<file path="config.mk">
export PLATFORM = sky130hd
export DESIGN_NAME = tis_lerp
export DESIGN_NICKNAME = d
export VERILOG_FILES = /design/src/hw/rtl/triangle_isoline_segment_top_defines.svh /design/src/hw/rtl/tis_pkg.sv /design/src/hw/rtl/tis_lerp.sv
export SDC_FILE = /design/constraint.sdc
export NUM_CORES = 2
export LEC_CHECK = 0
export BUFFER_PORTS_ARGS = -buffer_cell sky130_fd_sc_hd__buf_4
export CELL_PAD_IN_SITES_DETAIL_PLACEMENT = 0
export CELL_PAD_IN_SITES_GLOBAL_PLACEMENT = 1
export CORE_MARGIN = 1
export CORE_UTILIZATION = 40
export CTS_BUF_LIST = sky130_fd_sc_hd__clkbuf_16
export DETAILED_ROUTE_END_ITERATION = 8
export GPL_ROUTABILITY_DRIVEN = 0
export PLACE_DENSITY_LB_ADDON = 0.15
export REMOVE_ABC_BUFFERS = 1
export SYNTH_ARGS = -nofsm -noshare
export SYNTH_HDL_FRONTEND = slang
export SYNTH_SLANG_ARGS = --single-unit
</file>
<file path="constraint.sdc">
create_clock -name clk_i -period 8.3 [get_ports clk_i]
set_input_delay 0.415 -clock clk_i [delete_from_list [all_inputs] [get_ports clk_i]]
set_output_delay 0.415 -clock clk_i [all_outputs]
set_load 0.02 [all_outputs]
</file>
<file path="src/hw/rtl/triangle_isoline_segment_top_defines.svh">
// Assertion macros shared by the triangle isoline segment RTL.
`ifndef TRIANGLE_ISOLINE_SEGMENT_TOP_DEFINES_SVH
`define TRIANGLE_ISOLINE_SEGMENT_TOP_DEFINES_SVH

// Consequent must hold in the same cycle as the antecedent.
`define TIS_ASSERT_NOW(lbl, ante, cons, msg) \
  lbl: assert property (@(posedge clk_i) disable iff (!rst_ni) (ante) |-> (cons)) \
    else $error(msg);

// Consequent must hold in the cycle after the antecedent.
`define TIS_ASSERT_NEXT(lbl, ante, cons, msg) \
  lbl: assert property (@(posedge clk_i) disable iff (!rst_ni) (ante) |=> (cons)) \
    else $error(msg);

`endif

</file>
<file path="src/hw/rtl/tis_pkg.sv">
// Shared types and constants of the triangle isoline segment pipeline.
package tis_pkg;

  localparam int unsigned CoordW   = 32;
  localparam int unsigned EpsW     = 16;
  localparam int unsigned DiffW    = CoordW + 1;
  localparam int unsigned RemW     = DiffW + 1;
  localparam int unsigned MuW      = 17;
  localparam int unsigned FracW    = 16;
  localparam int unsigned ProdW    = DiffW + MuW;
  localparam int unsigned DivSteps = MuW;
  localparam int unsigned FrontStg = 2;
  localparam int unsigned LerpStg  = 2;
  localparam int unsigned TailStg  = DivSteps + LerpStg;
  localparam int unsigned TotalStg = FrontStg + TailStg;

  localparam logic [1:0] CfgIso = 2'd0;
  localparam logic [1:0] CfgEps = 2'd1;

  // One crossing while its ratio is being divided out.
  typedef struct packed {
    logic [RemW-1:0]          rem;
    logic [DiffW-1:0]         den;
    logic [MuW-1:0]           quo;
    logic signed [CoordW-1:0] bx;
    logic signed [CoordW-1:0] by;
    logic [DiffW-1:0]         dmx;
    logic [DiffW-1:0]         dmy;
    logic                     sx;
    logic                     sy;
  } div_lane_t;

  // One crossing after the ratio has been applied to the edge deltas.
  typedef struct packed {
    logic signed [CoordW-1:0] bx;
    logic signed [CoordW-1:0] by;
    logic [ProdW-1:0]         px;
    logic [ProdW-1:0]         py;
    logic                     sx;
    logic                     sy;
  } mul_lane_t;

endpackage

</file>
<file path="src/hw/rtl/tis_lerp.sv">
// Scales the edge deltas by the ratio and adds them to the base point.
module tis_lerp (
  input  logic                               clk_i,
  input  logic                               en_i,
  input  tis_pkg::div_lane_t                 lane_i,
  output logic signed [tis_pkg::CoordW-1:0]  rx_o,
  output logic signed [tis_pkg::CoordW-1:0]  ry_o
);

  tis_pkg::mul_lane_t m_q, m_d;
  logic signed [tis_pkg::CoordW-1:0] rx_q, ry_q;
  logic [tis_pkg::DiffW-1:0] ox, oy;
  logic [tis_pkg::DiffW:0]   bxw, byw, sx, sy;

  always_comb begin
    m_d.bx = lane_i.bx;
    m_d.by = lane_i.by;
    m_d.sx = lane_i.sx;
    m_d.sy = lane_i.sy;
    m_d.px = tis_pkg::ProdW'(lane_i.dmx) * tis_pkg::ProdW'(lane_i.quo);
    m_d.py = tis_pkg::ProdW'(lane_i.dmy) * tis_pkg::ProdW'(lane_i.quo);
    ox  = m_q.px[tis_pkg::ProdW-2:tis_pkg::FracW];
    oy  = m_q.py[tis_pkg::ProdW-2:tis_pkg::FracW];
    bxw = (tis_pkg::DiffW+1)'(m_q.bx);
    byw = (tis_pkg::DiffW+1)'(m_q.by);
    sx  = m_q.sx ? bxw - {1'b0, ox} : bxw + {1'b0, ox};
    sy  = m_q.sy ? byw - {1'b0, oy} : byw + {1'b0, oy};
  end

  always_ff @(posedge clk_i) begin
    if (en_i) begin
      m_q  <= m_d;
      rx_q <= sx[tis_pkg::CoordW-1:0];
      ry_q <= sy[tis_pkg::CoordW-1:0];
    end
  end

  assign rx_o = rx_q;
  assign ry_o = ry_q;

endmodule

</file>
# Word level (Yosys, flattened, before mapping)
# Cells that the tools add are included.
[op_classes] n_eq_ne=0 muxes=2 multipliers=2 reduce_logical=0 magnitude_cmp=0 shifts=0 div_mod_pow=0 bitwise=0 addsub=4
[op_table] operator="33-bit by 17-bit multiplier with 48-bit output" n=2
[op_table] operator="32-bit adder" n=2
[op_table] operator="32-bit 2-to-1 mux" n=2
[op_table] operator="32-bit subtractor" n=2
[totals] mem_bits_ro=0 memories=0 word_cells=16 reg_bits=226 out_inout_bits=64 latch_bits=0 ram_bits=0 in_bits=218

# Longest topological paths before layout
[depth] ltp_word=2 ltp_mapped=25 mapped_depth_nobuf=23

# Least setup slack after synthesis
# OpenSTA, ideal clock, no wires.
[synth_timing] kind="input-to-reg" start="input lane_i[140] (netlist name)" end="register m_q[47] (netlist name), data pin" path_buffers=2 path_slack_ns=1.822 path_stages=24 arrival_ns=6.216 setup_time_ns=0.262 t_required_ns=8.038 cell_sequence="clkbuf_1 > clkbuf_1 > nand2_1 > fa_1 > inv_1 > fa_1 > inv_1 > fa_1 > inv_1 > fa_1 > fa_1 > inv_1 > fa_1 > inv_1 > ha_1 > a21o_1 > a21o_1 > a221o_1 > a31oi_4 > o31a_4 > o31ai_4 > and3b_4 > a2111oi_4 > xnor2_1"
[synth_rtl] item="start, declared" line_no="tis_lerp.sv:5" source="input tis_pkg::div_lane_t lane_i,"
[synth_rtl] item="end signal, assigned" line_no="tis_lerp.sv:32" source="m_q <= m_d;"
[synth_rtl] item="end, declared" line_no="tis_lerp.sv:10" source="tis_pkg::mul_lane_t m_q, m_d;"

==> metrics.md <==
| Metric | Value |
|---|---|
| Status | `complete, no violations` |
| Core area | `109000 µm²` |
| Util after Layout | `0.436` |
| Final setup fails | `0` |
| Later-pin clock latency in the skew report | `0.52 ns` |
| Clock Sinks | `194` |
| Largest net degree at the start of global routing | `73` |
| Tcrit/Tclk final | `0.828` |
| Postcts setup bufs | `0` |
| Final non-filler cell total | `6241` |
| Worst R2R End | `ry_o[31]$_DFFE_PP_` |
| Post-synthesis sequential area ratio | `0.132` |
| Clk_skew | `0.0263 ns` |
| WL final | `119 mm` |
| Post-synth top cells | `inv_1, fa_1, nand2_1, and2_1, ha_1` |
| Synth Register Bits | `194` |
| # Max-Cap Violations | `0` |
| Worst EP required | `8.54 ns` |
| Unrepaired setup endpoints after global routing | `false` |
| R2R depth | `16` |
| Hold Crit Depth | `1` |
| Fin. Hold Viols | `0` |
| Die Width | `334 µm` |
| Multi-input gate area | `33200 µm²` |
| Slowest cell delay on critical path | `0.57 ns` |
| H-tree Lvls | `4` |
| CP endpoint kind | `flop` |
| GR Overflow Total | `0` |
| Initial antenna violation count | `4` |
| Reg2Reg Launch Point | `m_q[26]$_DFFE_PP_` |
| EDFF count, synth | `194` |
| CTS tree | `built` |
| FF+latch area | `5830 µm²` |
| Die ar. | `111000 µm²` |
| Cell variety after synth | `75` |
| Path type of the worst min-delay path | `in2reg` |
| Avg Cell Area, Syn | `9.27 µm²` |
| Fillers | `10900` |
| Via density | `5.01` |
| Total track usage | `0.223` |
| Port buffer count | `214` |
| Rows | `121` |
| Count leader, synth | `inv_1` |
| Worst Tran Pin Value | `1.38 ns` |
| Total clock buffers created by CTS | `17` |
| Fraction of registers with async set/reset | `0` |
| Critical path origin | `lane_i[143]` |
| Startpoint Class | `input pin` |
| # IOs | `282` |
| Synth Flop Type | `edfxtp_1` |
| Initial Utilization | `0.404` |
| CP max-delay cell | `fa_1` |
| Post-Place Cells | `6208` |
| Vias in the first global route | `33400` |
| Crit Path Category | `in2reg` |
| CTS clk-pin slew, worst paths | `0.10 ns` |
| Cell accounting for the most synthesized area | `fa_1` |
| Hold Buf Count CTS | `0` |
| Crit path DAT | `7.11 ns` |
| Critical Path Sink | `m_q[95]$_DFFE_PP_` |
| Area grow syn2layout | `7.96%` |
| DP HPWL | `91.3 mm` |
| Worst rel slew slack | `0.0653` |
| Post_cts resized | `0` |
| Nets | `6241` |
| Worst-path fanout max | `50` |
| Antenna Nets Post-Route | `0` |
| Wire length per cell | `19.1 µm` |
| Crit path top cell by count | `fa_1` |
| Fmax | `146 MHz` |
| Max-slew violation count | `0` |
| Die H | `334 µm` |
| Min cycle time layout | `6.87 ns` |
| # DRC | `0` |
| DR iter-0 viols | `1519` |
| Setup_tns | `0 ns` |
| CTS Root Cell | `clkbuf_16` |
| First-pass GRT wire length | `190 mm` |
| Clock buffer depth | `2` |
| Cell breakdown of the critical path | `buf_4 > nand2_1 > fa_1 > inv_1 > fa_1 > fa_1 > fa_1 > fa_1 > inv_1 > fa_1 > inv_1 > ha_1 > a21oi_1 > o21ai_1 > nor2_1 > a32oi_1 > nand3_1 > o31ai_1 > a21oi_1 > o31ai_1 > xor2_1` |
| Share of cells above drive strength 1 | `0.0630` |
| Flop2flop setup slack | `2.73 ns` |
| Synth Warn # | `0` |
| Top-area cell type share of the netlist area | `0.420` |
| Synth area leaders | `fa_1, edfxtp_1, inv_1, ha_1, nand2_1` |
| DR pass1 iterations | `5` |
| Post-synthesis cell count | `4750` |
| Detailed-route via count | `31300` |
| Post-synth design cell area | `44000 µm²` |
## critical path, delay by kind of cell
| family | cells | cell delay, ns |
|---|---|---|
| AOI/OAI and AO/OA | 6 | 1.82 |
| xor gates and xnor gates | 1 | 0.10 |
| adders and majority gates | 7 | 3.41 |
| buffers and inverters | 4 | 0.68 |
| and+or+nand+nor | 3 | 0.54 |
## cell usage in the layout, fill, tap and decap left out, drive strengths merged, types with 50 or more instances in the layout
master and instances:
a21o 74, a21oi 128, and2 414, buf 252, edfxtp 194, fa 924, ha 286, inv 1119
nand2 759, nor2 109, o21ai 50, xnor2 141
## cells by family (layout without fill, tap and decap cells)
family / after synthesis / in the layout / synth area share
adder cells (fa/ha/maj): 1210 / 1210 / 0.502
flip-flops: 194 / 194 / 0.132
XOR/XNOR: 186 / 186 / 0.0370
AND/OR/NAND/NOR: 1437 / 1437 / 0.154
other: 0 / 2 / 0
AO/OA/AOI/OAI: 401 / 401 / 0.0618
buffers and inverters: 1319 / 1394 / 0.113
multiplexers: 3 / 3 / 0.000682
## final cells by class
type / instances / area share
Antenna cell: 2 / 0.000105
Sequential cell: 194 / 0.123
Clock inverter: 14 / 0.00313
Clock buffer: 17 / 0.00895
Timing Repair Buffer: 252 / 0.0408
Multi-Input combinational cell: 3237 / 0.699
Tap cell: 1414 / 0.0372
Inverter: 1111 / 0.0878
## how the worst min path moves through the flow
stage,from,endpoint
6_report,lane_i[71],byw[3]$_DFFE_PP_
5_1_grt,lane_i[70],byw[2]$_DFFE_PP_
4_1_cts,lane_i[69],byw[1]$_DFFE_PP_
3_5_place_dp,lane_i[95],byw[27]$_DFFE_PP_
3_3_place_gp,lane_i[126],bxw[26]$_DFFE_PP_
2_1_floorplan,lane_i[100],bxw[0]$_DFFE_PP_
## routing by layer
metal / GRT usage / vias up / share of wire
met5: 0 / - / 0
li1: - / 14300 / -
met1: 0.296 / 16300 / 0.44
met3: 0.0228 / 104 / 0.034
met2: 0.391 / 532 / 0.51
met4: 0.0473 / 0 / 0.016
## sequential cells by signal, summed over array words and instances, names as in the netlist
signal and count:
rx_o 32, m_q 66, ry_o 32, bxw 32, byw 32
## per-stage QoR
stage,cell area [µm²],setup slack [ns],hold slack (ns)
global route,47500,1.15,0.0295
global placement,46900,1.02,0.594
detailed placement,46900,0.943,0.594
CTS,47500,1.52,0.0182
finish,47500,1.43,0.0606
floorplan,43200,2.29,0.514
Power is left out: the tool's default activity adds up to more than one toggle a clock period on the data nets, which glitch-free logic cannot reach.
